**src/hdl/ray_fan_segment_caster_macros.svh**
```systemverilog
// Assertion macros for the ray fan caster. Bodies sample on clk, disabled in rst.
`ifndef RAY_FAN_SEGMENT_CASTER_MACROS_SVH
`define RAY_FAN_SEGMENT_CASTER_MACROS_SVH
`ifndef SYNTH
`define RFSC_CHECK_SAME(lbl, ante, cons) \
  lbl: assert property (@(posedge clk) disable iff (rst) (ante) |-> (cons)) \
    else $error("rfsc check failed");
`define RFSC_CHECK_NEXT(lbl, ante, cons) \
  lbl: assert property (@(posedge clk) disable iff (rst) (ante) |=> (cons)) \
    else $error("rfsc check failed");
`else
`define RFSC_CHECK_SAME(lbl, ante, cons)
`define RFSC_CHECK_NEXT(lbl, ante, cons)
`endif
`endif

```
**src/hdl/rfsc_pkg.sv**
```systemverilog
`default_nettype none
package rfsc_pkg;

  localparam int RAY_COUNT_DEF    = 90;
  localparam int CORDIC_STEPS_DEF = 16;

  localparam int CRD = 24;  // stored coordinate width
  localparam int EW  = 26;  // edge corner width
  localparam int DW  = 27;  // coordinate difference width
  localparam int MW  = 33;  // multiplier operand width
  localparam int PW  = 66;  // product width
  localparam int AW  = 56;  // accumulator width
  localparam int CXW = 34;  // rotation datapath width
  localparam int FRAC = 24; // quotient bits of the wall fraction
  localparam int SW  = 5;   // step counter width

  localparam logic signed [CXW-1:0] CORDIC_GAIN = 34'sd652032874;
  localparam logic signed [PW-1:0]  RND24 = 66'sd8388608;
  localparam logic signed [PW-1:0]  RND30 = 66'sd536870912;

  typedef enum logic [1:0] {OP_CAST, OP_WALL, OP_DETECT, OP_READ} op_t;

  typedef enum logic [1:0] {
    CFG_RAY_LENGTH, CFG_FAN_OFFSET, CFG_ANGLE_STEP, CFG_BOX_HALF
  } cfg_idx_t;

  typedef enum logic [3:0] {
    M_DEN1, M_DEN2, M_TN1, M_TN2, M_UN1, M_UN2,
    M_RX, M_RY, M_PX, M_PY, M_DX, M_DY, M_CX, M_CY
  } mstep_t;

  typedef enum logic [4:0] {
    S_IDLE, S_DECODE, S_CBEGIN, S_CINIT, S_CROT, S_CMUL, S_CWR,
    S_RD, S_RXY, S_EDGE, S_MULA, S_CHECK, S_DIV, S_MULB, S_DECIDE,
    S_RDIDX, S_OUT
  } state_t;

  typedef struct packed {
    logic          latch;
    logic          cast_begin;
    logic          cordic_init;
    logic          cordic_step;
    logic [SW-1:0] step;
    logic          mem_rd;
    logic          rd_idx;
    logic          mem_wr;
    logic          wr_hit;
    logic          load_rxy;
    logic          edge_load;
    logic [1:0]    edge_sel;
    logic          mul_go;
    mstep_t        mstep;
    logic          div_init;
    logic          div_step;
    logic          seen_set;
    logic          out_go;
  } cmd_t;

  typedef struct packed {
    op_t  op;
    logic cross_ok;
    logic hit;
  } stat_t;

  // Arctangent of 2^-i as a 32-bit turn fraction
  function automatic logic [31:0] atan_turn(input logic [SW-1:0] i);
    case (i)
      5'd0:    return 32'h20000000;
      5'd1:    return 32'h12E4051E;
      5'd2:    return 32'h09FB385B;
      5'd3:    return 32'h051111D4;
      5'd4:    return 32'h028B0D43;
      5'd5:    return 32'h0145D7E1;
      5'd6:    return 32'h00A2F61E;
      5'd7:    return 32'h00517C55;
      5'd8:    return 32'h0028BE53;
      5'd9:    return 32'h00145F2F;
      5'd10:   return 32'h000A2F98;
      5'd11:   return 32'h000517CC;
      5'd12:   return 32'h00028BE6;
      5'd13:   return 32'h000145F3;
      5'd14:   return 32'h0000A2FA;
      5'd15:   return 32'h0000517D;
      5'd16:   return 32'h000028BE;
      5'd17:   return 32'h0000145F;
      5'd18:   return 32'h00000A30;
      5'd19:   return 32'h00000518;
      5'd20:   return 32'h0000028C;
      5'd21:   return 32'h00000146;
      5'd22:   return 32'h000000A3;
      5'd23:   return 32'h00000051;
      default: return 32'h00000000;
    endcase
  endfunction

  // Clamp to the signed 24-bit coordinate range
  function automatic logic signed [CRD-1:0] sat24(input logic signed [DW-1:0] v);
    if (v > 27'sd8388607) begin
      return 24'sh7FFFFF;
    end else if (v < -27'sd8388608) begin
      return 24'sh800000;
    end else begin
      return v[CRD-1:0];
    end
  endfunction

endpackage
`default_nettype wire

```
**src/hdl/rfsc_ctrl.sv**
```systemverilog
`default_nettype none
module rfsc_ctrl import rfsc_pkg::*; #(
  parameter int RAY_COUNT    = RAY_COUNT_DEF,
  parameter int CORDIC_STEPS = CORDIC_STEPS_DEF,
  localparam int RIW = (RAY_COUNT > 1) ? $clog2(RAY_COUNT) : 1
) (
  input  wire logic           clk,
  input  wire logic           rst,
  input  wire logic           start,
  input  wire stat_t          stat,
  output cmd_t                cmd,
  output logic [RIW-1:0]      ray_sel,
  output logic                busy
);

  localparam logic [RIW-1:0] LAST_RAY  = RIW'(RAY_COUNT - 1);
  localparam logic [SW-1:0]  LAST_ROT  = SW'(CORDIC_STEPS - 1);
  localparam logic [SW-1:0]  LAST_DIV  = SW'(FRAC - 1);
  localparam logic [SW-1:0]  MUL_DRAIN = SW'(6);

  state_t         state, state_next;
  logic [SW-1:0]  cnt, cnt_next;
  logic [RIW-1:0] ray_k, ray_k_next;
  logic [1:0]     edge_n, edge_n_next;
  logic           adv;

  function automatic mstep_t span_step(input logic [SW-1:0] c);
    case (c)
      5'd0:    return M_DEN1;
      5'd1:    return M_DEN2;
      5'd2:    return M_TN1;
      5'd3:    return M_TN2;
      5'd4:    return M_UN1;
      default: return M_UN2;
    endcase
  endfunction

  function automatic mstep_t point_step(input logic [SW-1:0] c);
    case (c)
      5'd0:    return M_RX;
      5'd1:    return M_RY;
      5'd2:    return M_PX;
      5'd3:    return M_PY;
      5'd4:    return M_DX;
      default: return M_DY;
    endcase
  endfunction

  // Hold state, step counter, ray and edge counters
  always_ff @(posedge clk) begin
    if (rst) begin
      state  <= S_IDLE;
      cnt    <= '0;
      ray_k  <= '0;
      edge_n <= '0;
    end else begin
      state  <= state_next;
      cnt    <= cnt_next;
      ray_k  <= ray_k_next;
      edge_n <= edge_n_next;
    end
  end

  // Sequence each request through the datapath
  always_comb begin
    cmd         = '0;
    state_next  = state;
    cnt_next    = cnt;
    ray_k_next  = ray_k;
    edge_n_next = edge_n;
    adv         = 1'b0;
    cmd.step     = cnt;
    cmd.edge_sel = edge_n;
    case (state)
      S_IDLE: begin
        if (start) begin
          cmd.latch  = 1'b1;
          state_next = S_DECODE;
        end
      end
      S_DECODE: begin
        ray_k_next = '0;
        case (stat.op)
          OP_CAST: state_next = S_CBEGIN;
          OP_READ: state_next = S_RDIDX;
          default: state_next = S_RD;
        endcase
      end
      S_CBEGIN: begin
        cmd.cast_begin = 1'b1;
        state_next     = S_CINIT;
      end
      S_CINIT: begin
        cmd.cordic_init = 1'b1;
        cnt_next        = '0;
        state_next      = S_CROT;
      end
      S_CROT: begin
        cmd.cordic_step = 1'b1;
        if (cnt == LAST_ROT) begin
          cnt_next   = '0;
          state_next = S_CMUL;
        end else begin
          cnt_next = cnt + 1'b1;
        end
      end
      S_CMUL: begin
        if (cnt < SW'(2)) begin
          cmd.mul_go = 1'b1;
          cmd.mstep  = (cnt == '0) ? M_CX : M_CY;
        end
        if (cnt == SW'(2)) begin
          cnt_next   = '0;
          state_next = S_CWR;
        end else begin
          cnt_next = cnt + 1'b1;
        end
      end
      S_CWR: begin
        cmd.mem_wr = 1'b1;
        if (ray_k == LAST_RAY) begin
          state_next = S_OUT;
        end else begin
          ray_k_next = ray_k + 1'b1;
          state_next = S_CINIT;
        end
      end
      S_RD: begin
        cmd.mem_rd  = 1'b1;
        edge_n_next = '0;
        state_next  = S_RXY;
      end
      S_RXY: begin
        cmd.load_rxy = 1'b1;
        state_next   = S_EDGE;
      end
      S_EDGE: begin
        cmd.edge_load = 1'b1;
        cnt_next      = '0;
        state_next    = S_MULA;
      end
      S_MULA: begin
        if (cnt < MUL_DRAIN) begin
          cmd.mul_go = 1'b1;
          cmd.mstep  = span_step(cnt);
        end
        if (cnt == MUL_DRAIN) begin
          cnt_next   = '0;
          state_next = S_CHECK;
        end else begin
          cnt_next = cnt + 1'b1;
        end
      end
      S_CHECK: begin
        if (stat.cross_ok) begin
          cmd.div_init = 1'b1;
          cnt_next     = '0;
          state_next   = S_DIV;
        end else begin
          adv = 1'b1;
        end
      end
      S_DIV: begin
        cmd.div_step = 1'b1;
        if (cnt == LAST_DIV) begin
          cnt_next   = '0;
          state_next = S_MULB;
        end else begin
          cnt_next = cnt + 1'b1;
        end
      end
      S_MULB: begin
        if (cnt < MUL_DRAIN) begin
          cmd.mul_go = 1'b1;
          cmd.mstep  = point_step(cnt);
        end
        if (cnt == MUL_DRAIN) begin
          cnt_next   = '0;
          state_next = S_DECIDE;
        end else begin
          cnt_next = cnt + 1'b1;
        end
      end
      S_DECIDE: begin
        if (stat.hit && stat.op == OP_DETECT) begin
          cmd.seen_set = 1'b1;
          state_next   = S_OUT;
        end else begin
          if (stat.hit) begin
            cmd.mem_wr = 1'b1;
            cmd.wr_hit = 1'b1;
          end
          adv = 1'b1;
        end
      end
      S_RDIDX: begin
        cmd.mem_rd = 1'b1;
        cmd.rd_idx = 1'b1;
        state_next = S_OUT;
      end
      S_OUT: begin
        cmd.out_go = 1'b1;
        state_next = S_IDLE;
      end
      default: state_next = S_IDLE;
    endcase

    // Advance to the next edge of the square or the next ray
    if (adv) begin
      if (stat.op == OP_DETECT && edge_n != 2'd3) begin
        edge_n_next = edge_n + 1'b1;
        state_next  = S_EDGE;
      end else if (ray_k == LAST_RAY) begin
        state_next = S_OUT;
      end else begin
        ray_k_next = ray_k + 1'b1;
        state_next = S_RD;
      end
    end
  end

  assign ray_sel = ray_k;
  assign busy    = (state != S_IDLE);

endmodule
`default_nettype wire

```
**config.mk**
```make
export PLATFORM = sky130hd
export DESIGN_NAME = rfsc_ctrl
export DESIGN_NICKNAME = d
export VERILOG_FILES = /design/src/hdl/ray_fan_segment_caster_macros.svh /design/src/hdl/rfsc_pkg.sv /design/src/hdl/rfsc_ctrl.sv
export SDC_FILE = /design/constraint.sdc
export NUM_CORES = 1
export LEC_CHECK = 0
export ABC_AREA = 0
export BUFFER_PORTS_ARGS = -buffer_cell sky130_fd_sc_hd__buf_2
export CORE_ASPECT_RATIO = 0.6
export CORE_MARGIN = 8
export CORE_UTILIZATION = 35
export DETAILED_ROUTE_END_ITERATION = 7
export SYNTH_ARGS = -nofsm -noshare
export SYNTH_HDL_FRONTEND = slang
export SYNTH_SLANG_ARGS = --single-unit
```
**constraint.sdc**
```tcl
create_clock -name clk -period 2 [get_ports clk]
set_input_delay 0.1 -clock clk [delete_from_list [all_inputs] [get_ports clk]]
set_output_delay 0.1 -clock clk [all_outputs]
set_load 0.01 [all_outputs]
```
==> results of run 1 <==
[per-stage QoR]
step | TNS [ps] | utilization [%] | hold slack [ps] | worst slack (ps)
floorplan | -95.1 | - | 274 | -95.1
global placement | -76.8 | 45.7 | 468 | -47.8
detailed placement | -136 | 45.7 | 467 | -49.7
CTS | 0 | 47.3 | 214 | 1.52
global route | -206 | 49.1 | 227 | -53.9
finish | 0 | 49.1 | 232 | 3.04
[worst max-delay path, stage by stage, from the launching register on]
cell     delay, ps
dfxtp_1        310
or3b_4         390
or4_4          520
and3_4         230
or4_4          400
o21ai_1         80
[registers in the layout (all words and copies together), names as in the netlist]
register,cells
edge_n,2
cnt,5
ray_sel,7
state,5
[what timing repair did]
item | 4_1_cts | 5_1_grt
setup buffers | 1 | 1
endpoints found under the setup margin | 9 | 15
gates cloned | 0 | 0
endpoints found under the hold margin | 0 | 0
gates resized for setup | 9 | 23
pin swaps | 0 | 7
[placed cells by master (no fill, tap or decap), types with 7 or more instances in the layout]
| cell | count |
|---|---|
| a21oi_1 | 14 |
| nand2_1 | 24 |
| nor3_1 | 8 |
| nand3_1 | 14 |
| buf_4 | 35 |
| dfxtp_1 | 12 |
| inv_1 | 8 |
| nor2_1 | 20 |
| o21ai_0 | 14 |
| buf_2 | 40 |
| nor2b_1 | 7 |
[per-layer routing]
| layer | track usage [%] | part of all wire, % |
|---|---|---|
| met4 | 2.26 | 0.43 |
| met1 | 25.3 | 51 |
| met3 | 3.58 | 9.0 |
| met2 | 20.1 | 40 |
| met5 | 0 | 0 |
[report_power, final]
group	internal, mW	switching [mW]	leakage (nW)
registers	0.446	0.0751	0.157
logic	0.774	0.925	0.925
clock network	0.142	0.141	0.0228
total	1.36	1.14	1.11
[layout make-up]
class,count,area [um2]
inverters,9,33.8
flip-flops and latches,19,392
repair buffers,78,497
multi-input cells,210,1410
clock buffers,4,45.0
well taps,66,82.6
fillers,480,2550
[final timing paths]
path              startpoint         end  slack, ps  cells after the start
setup / recovery    state[4]  ray_sel[0]          3                      5
hold / removal           rst      cnt[1]        230                      2
setup reg to reg    state[4]  ray_sel[0]          3                      5
hold reg to reg       cnt[1]      cnt[1]        480                      2
[logic make-up after synthesis]
kind of cell | count (synthesis) | synth area share [%]
flip-flops | 19 | 21.2
adder cells (fa/ha/maj) | 10 | 6.85
buffers and inverters | 24 | 5.38
multiplexers | 2 | 1.12
AND/OR/NAND/NOR | 127 | 39.1
AO/OA/AOI/OAI | 71 | 26.3
==> metrics.csv, run 1 <==
stage,metric,value,unit
global_route,antenna violations before repair,0,
sta,setup violators final,0,
die,std cell rows,20,
global_route,pin count of the biggest net entering global routing,17,
synthesis,top-count cell post-synth,nand2_1,
sta,Rel. slew slack,68.2,%
power_and_ir_drop,total power,2.50,mW
global_route,first-pass GRT wire length,9.98,mm
sta,Pins Over Slew Limit,0,
synthesis,synthesis-stage register bit count,19,
synthesis,Netlist cell types,53,
flow_run,# Max-Cap Violations,0,
sta,RSZ-0062 raised after global routing,yes,
global_route,gr ovfl total,0,
worst_setup_path,critical path class,reg -> reg,
drt,Routed WL per cell,16.2,um
synthesis,Synth top area share,21.2,%
finish,Layout Cells excl Fill,386,
clock_network,H-tree levels,1,
sta,Clock Skews,4.13,ps
synthesis,"Top FF cell, synth",dfxtp_1,
power_and_ir_drop,Power Density,1020,mW/mm2
drt,DRT Pass-1 Iters,5,
die,Die H,71.4,um
drt,DRC viols,0,
sta,crit share post-route,99.8,%
finish,Area growth syn-to-layout,37.3,%
drt,total wire length,6.25,mm
synthesis,gate count after technology mapping,253,
clock_network,clock buffer depth,2,
die,core area,0.00500,mm2
clock_network,Clock Latency Late Sink,260,ps
worst_setup_path,Setup crit start kind,flip-flop,
synthesis,Synthesized Nets,269,
finish,Nets,337,
clock_network,Post-CTS Hold Buffers,0,
placement,Post-Place Cell Area,0.00229,mm2
finish,layout cells sized above 1,36.3,%
synthesis,Synth top cells by count,"nand2_1, nor2_1, dfxtp_1",
synthesis,"FFs w/ async S/R, synth",0,%
synthesis,sequential area share after synthesis,21.2,%
sta,min Tclk post-route,2000,ps
min_path,Hold Crit Class,in -> reg,
synthesis,Post-synth EDFFs,0,
worst_setup_path,Crit path required time,2210,ps
placement,Placer Congestion,0.891,
clock_network,CTS tree,yes,
power_and_ir_drop,Max VDD drop,0.490,mV
worst_setup_path,endpoint type of the worst setup path,flip-flop,
sta,Final Hold Viols,0,
synthesis,syn_area_per_cell,7.08,um2
synthesis,Synth area leader,dfxtp_1,
global_route,GR Util All Layers,15.8,%
synthesis,largest cells by area after synthesis,"dfxtp_1, ha_1, nand2_1, nor2_1, a21oi_1",
drt,post-route ant nets,0,
worst_setup_path,"critical path fanouts, max",6,
sta,Worst Tran Pin Value,472,ps
synthesis,Ys Warns,0,
sta,FMAX,501,MHz
clock_network,CTS Buf Count,3,
die,Die W,108,um
drt,DRT iter0 DRCs,213,
placement,placed cell count,380,
finish,Final Cell Area,0.00246,mm2
clock_network,Sink Count,19,
global_route,vias in the first global route,1891,
finish,antenna cell count,0,
die,Starting Density,35.8,%
placement,port bufs,40,
die,die area,0.00774,mm2
clock_network,Clock transition at path regs,80,ps
drt,DR vias/cell,5.64,
synthesis,Synth Cell Area,0.00179,mm2
worst_setup_path,CP Data Arrival Time,2200,ps
placement,HPWL after detailed placement,4.76,mm
die,Ports,41,
power_and_ir_drop,Lkg Pwr,1.11,nW
outcome,status,completed,
drt,Vias,2176,
clock_network,CTS Root Cell,clkbuf_8,
No activity file was read; power rests on OpenSTA's default activity.
==> inputs of run 2 (changes only) <==
Settings changed: ABC_AREA 0 to 1.
==> run 2 against run 1 <==
  * Synthesized cell count grew 29%
  * Clock-buffer cell count decreased by 1
  * Die area increased by 5.6%
  * Maximum frequency rose by 7.3%
  * First-iteration DRC count up 6.6%
  * Register-to-register slack better by 210 ps
  * Clock power barely moved
  * Sequential power up 1%
  * Final area decreased by 8.1%
  * Critical path type is now reg -> out
  * Highest routed layer unchanged
==> metrics.csv, run 2 <==
stage,metric,value,unit
synthesis,Post-synth EDFFs,0,
clock_network,CTS Buf Count,3,
clock_network,Post-CTS Setup Bufs,0,
synthesis,gate count after technology mapping,326,
sta,Rel. slew slack,73.2,%
clock_network,CTS tree,yes,
synthesis,Synth top cells by count,"nand2_1, nor2_1, inv_1",
min_path,Hold Crit Class,in -> reg,
sta,setup violators final,0,
sta,FMAX,537,MHz
drt,Vias,2145,
finish,Area growth syn-to-layout,18.0,%
die,core area,0.00541,mm2
drt,DRT iter0 DRCs,227,
finish,max reg flops,7,
sta,min Tclk post-route,1860,ps
outcome,status,completed,
drt,post-route ant nets,0,
die,Starting Density,35.4,%
finish,"commonest non-fill, non-tap cell in the layout",nand2_1,
drt,DRC viols,0,
global_route,gr ovfl total,0,
synthesis,Synth area leader,dfxtp_1,
synthesis,Synth top area share,19.9,%
sta,Final Hold Viols,0,
placement,port bufs,40,
synthesis,Synth Area in Simple Gates,50.2,%
synthesis,compound-cell area share of the yosys netlist,10.8,%
flow_run,# Max-Cap Violations,0,
sta,Clock Skews,2.72,ps
synthesis,syn_area_per_cell,5.87,um2
die,Ports,41,
synthesis,Synth Cell Area,0.00191,mm2
global_route,first-pass GRT wire length,9.35,mm
worst_setup_path,Setup crit start kind,flip-flop,
placement,HPWL after detailed placement,4.71,mm
die,Die W,111,um
synthesis,sequential area share after synthesis,19.9,%
worst_setup_path,critical path class,reg -> out,
die,Die H,73.3,um
finish,layout cells sized above 1,25.3,%
clock_network,H-tree levels,1,
die,std cell rows,21,
synthesis,Synthesized Nets,342,
placement,Placer Congestion,0.893,
synthesis,Post-Synth Adder-Cell Area,5.88,%
clock_network,Clock transition at path regs,80,ps
synthesis,top-count cell post-synth,nand2_1,
sta,Pins Over Slew Limit,0,
synthesis,largest cells by area after synthesis,"dfxtp_1, nand2_1, nor2_1, inv_1, nand3_1",
global_route,pin count of the biggest net entering global routing,13,
worst_setup_path,R2R Setup Slk,210,ps
die,die area,0.00817,mm2
power_and_ir_drop,total power,1.96,mW
synthesis,largest family of logic cells by synthesized area,simple AND/OR/NAND/NOR gates,
global_route,antenna violations before repair,0,
sta,Worst Tran Pin Value,402,ps
sta,Final TNS setup,0,ps
sta,RSZ-0062 raised after global routing,no,
drt,Routed WL per cell,13.1,um
finish,antenna cell count,0,
drt,DRT Pass-1 Iters,5,
synthesis,Netlist cell types,32,
global_route,vias in the first global route,1842,
drt,total wire length,5.69,mm
synthesis,synthesis-stage register bit count,19,
synthesis,Ys Warns,0,
finish,post-layout util,41.7,%
clock_network,CTS Root Cell,clkbuf_8,
worst_setup_path,endpoint type of the worst setup path,output port,
power_and_ir_drop,Power Density,868,mW/mm2
synthesis,"FFs w/ async S/R, synth",0,%
clock_network,clock buffer depth,2,
power_and_ir_drop,Lkg Pwr,1.24,nW
clock_network,Clock Latency Late Sink,260,ps
sta,crit share post-route,93.0,%
clock_network,Sink Count,19,
worst_setup_path,CP Data Arrival Time,1760,ps
worst_setup_path,"critical path fanouts, max",4,
finish,most frequent cells in the layout,"nand2_1, nor2_1, inv_1",
drt,DR vias/cell,4.92,
worst_setup_path,Crit path required time,1900,ps
synthesis,Synth Area in XOR/XNOR,1.37,%
power_and_ir_drop,Max VDD drop,0.303,mV
finish,Nets,384,
global_route,GR Util All Layers,13.9,%
synthesis,mux cell area share after synthesis,0,%
synthesis,"Top FF cell, synth",dfxtp_1,
==> run 2: cell type report <==
type,count,area [um2]
clock inverter,1,5.00
sequential,19,385
clock buffer,3,41.3
inverter,51,194
fill,609,3150
tap,69,86.3
multi-input combinational,251,1330
timing repair buffer,42,215
==> run 2: power breakdown <==
group	total (mW)	switching, mW	internal (mW)
logic	1.15	0.765	0.386
registers	0.528	0.0920	0.435
clock network	0.280	0.141	0.139
==> run 2: timing repair <==
item,CTS,global route
resized for setup,3,10
pin swaps,0,1
setup endpoints to repair,1,5
hold buffers,0,0
==> run 2: layer usage <==
metal	global-route usage, %	routed length, um	vias up
met5	0	0	-
met4	3.08	51	0
li1	-	-	1117
met1	22.1	3080	936
met2	18.0	2080	88
met3	2.61	479	4
==> run 2: critical path, cell delays in order, from the launching register on <==
cell     delay (ps)
dfxtp_2         380
inv_1           110
ha_1            240
o21ai_2         190
inv_1            60
nor2_1          130
nor2_1           70
nand2_1          70
nand3_1          60
nand2_1          60
buf_2           130
==> run 2: cell families after synthesis <==
family	after synthesis
flip-flops	19
AO/OA/AOI/OAI	38
adder cells (fa/ha/maj)	9
XOR/XNOR	3
AND/OR/NAND/NOR	201
buffers and inverters	56
==> run 2: final timing paths <==
check                 start         end  cells after the start
setup / recovery     cnt[0]      cmd[7]                     10
hold / removal          rst  ray_sel[1]                      2
setup reg to reg     cnt[1]    state[1]                     10
hold reg to reg   edge_n[0]   edge_n[0]                      1
==> run 2: through the flow <==
| stage | hold slack [ps] | cell area [um2] | setup WS, ps | cells |
|---|---|---|---|---|
| 6_report | 149 | 2260 | 139 | 436 |
| 5_1_grt | 179 | 2260 | 12.0 | 436 |
| 4_1_cts | 145 | 2240 | 44.5 | 436 |
| 3_5_place_dp | 428 | 2180 | 182 | 432 |
| 3_3_place_gp | 433 | 2180 | 160 | 432 |
| 2_1_floorplan | 309 | 1910 | 357 | 326 |
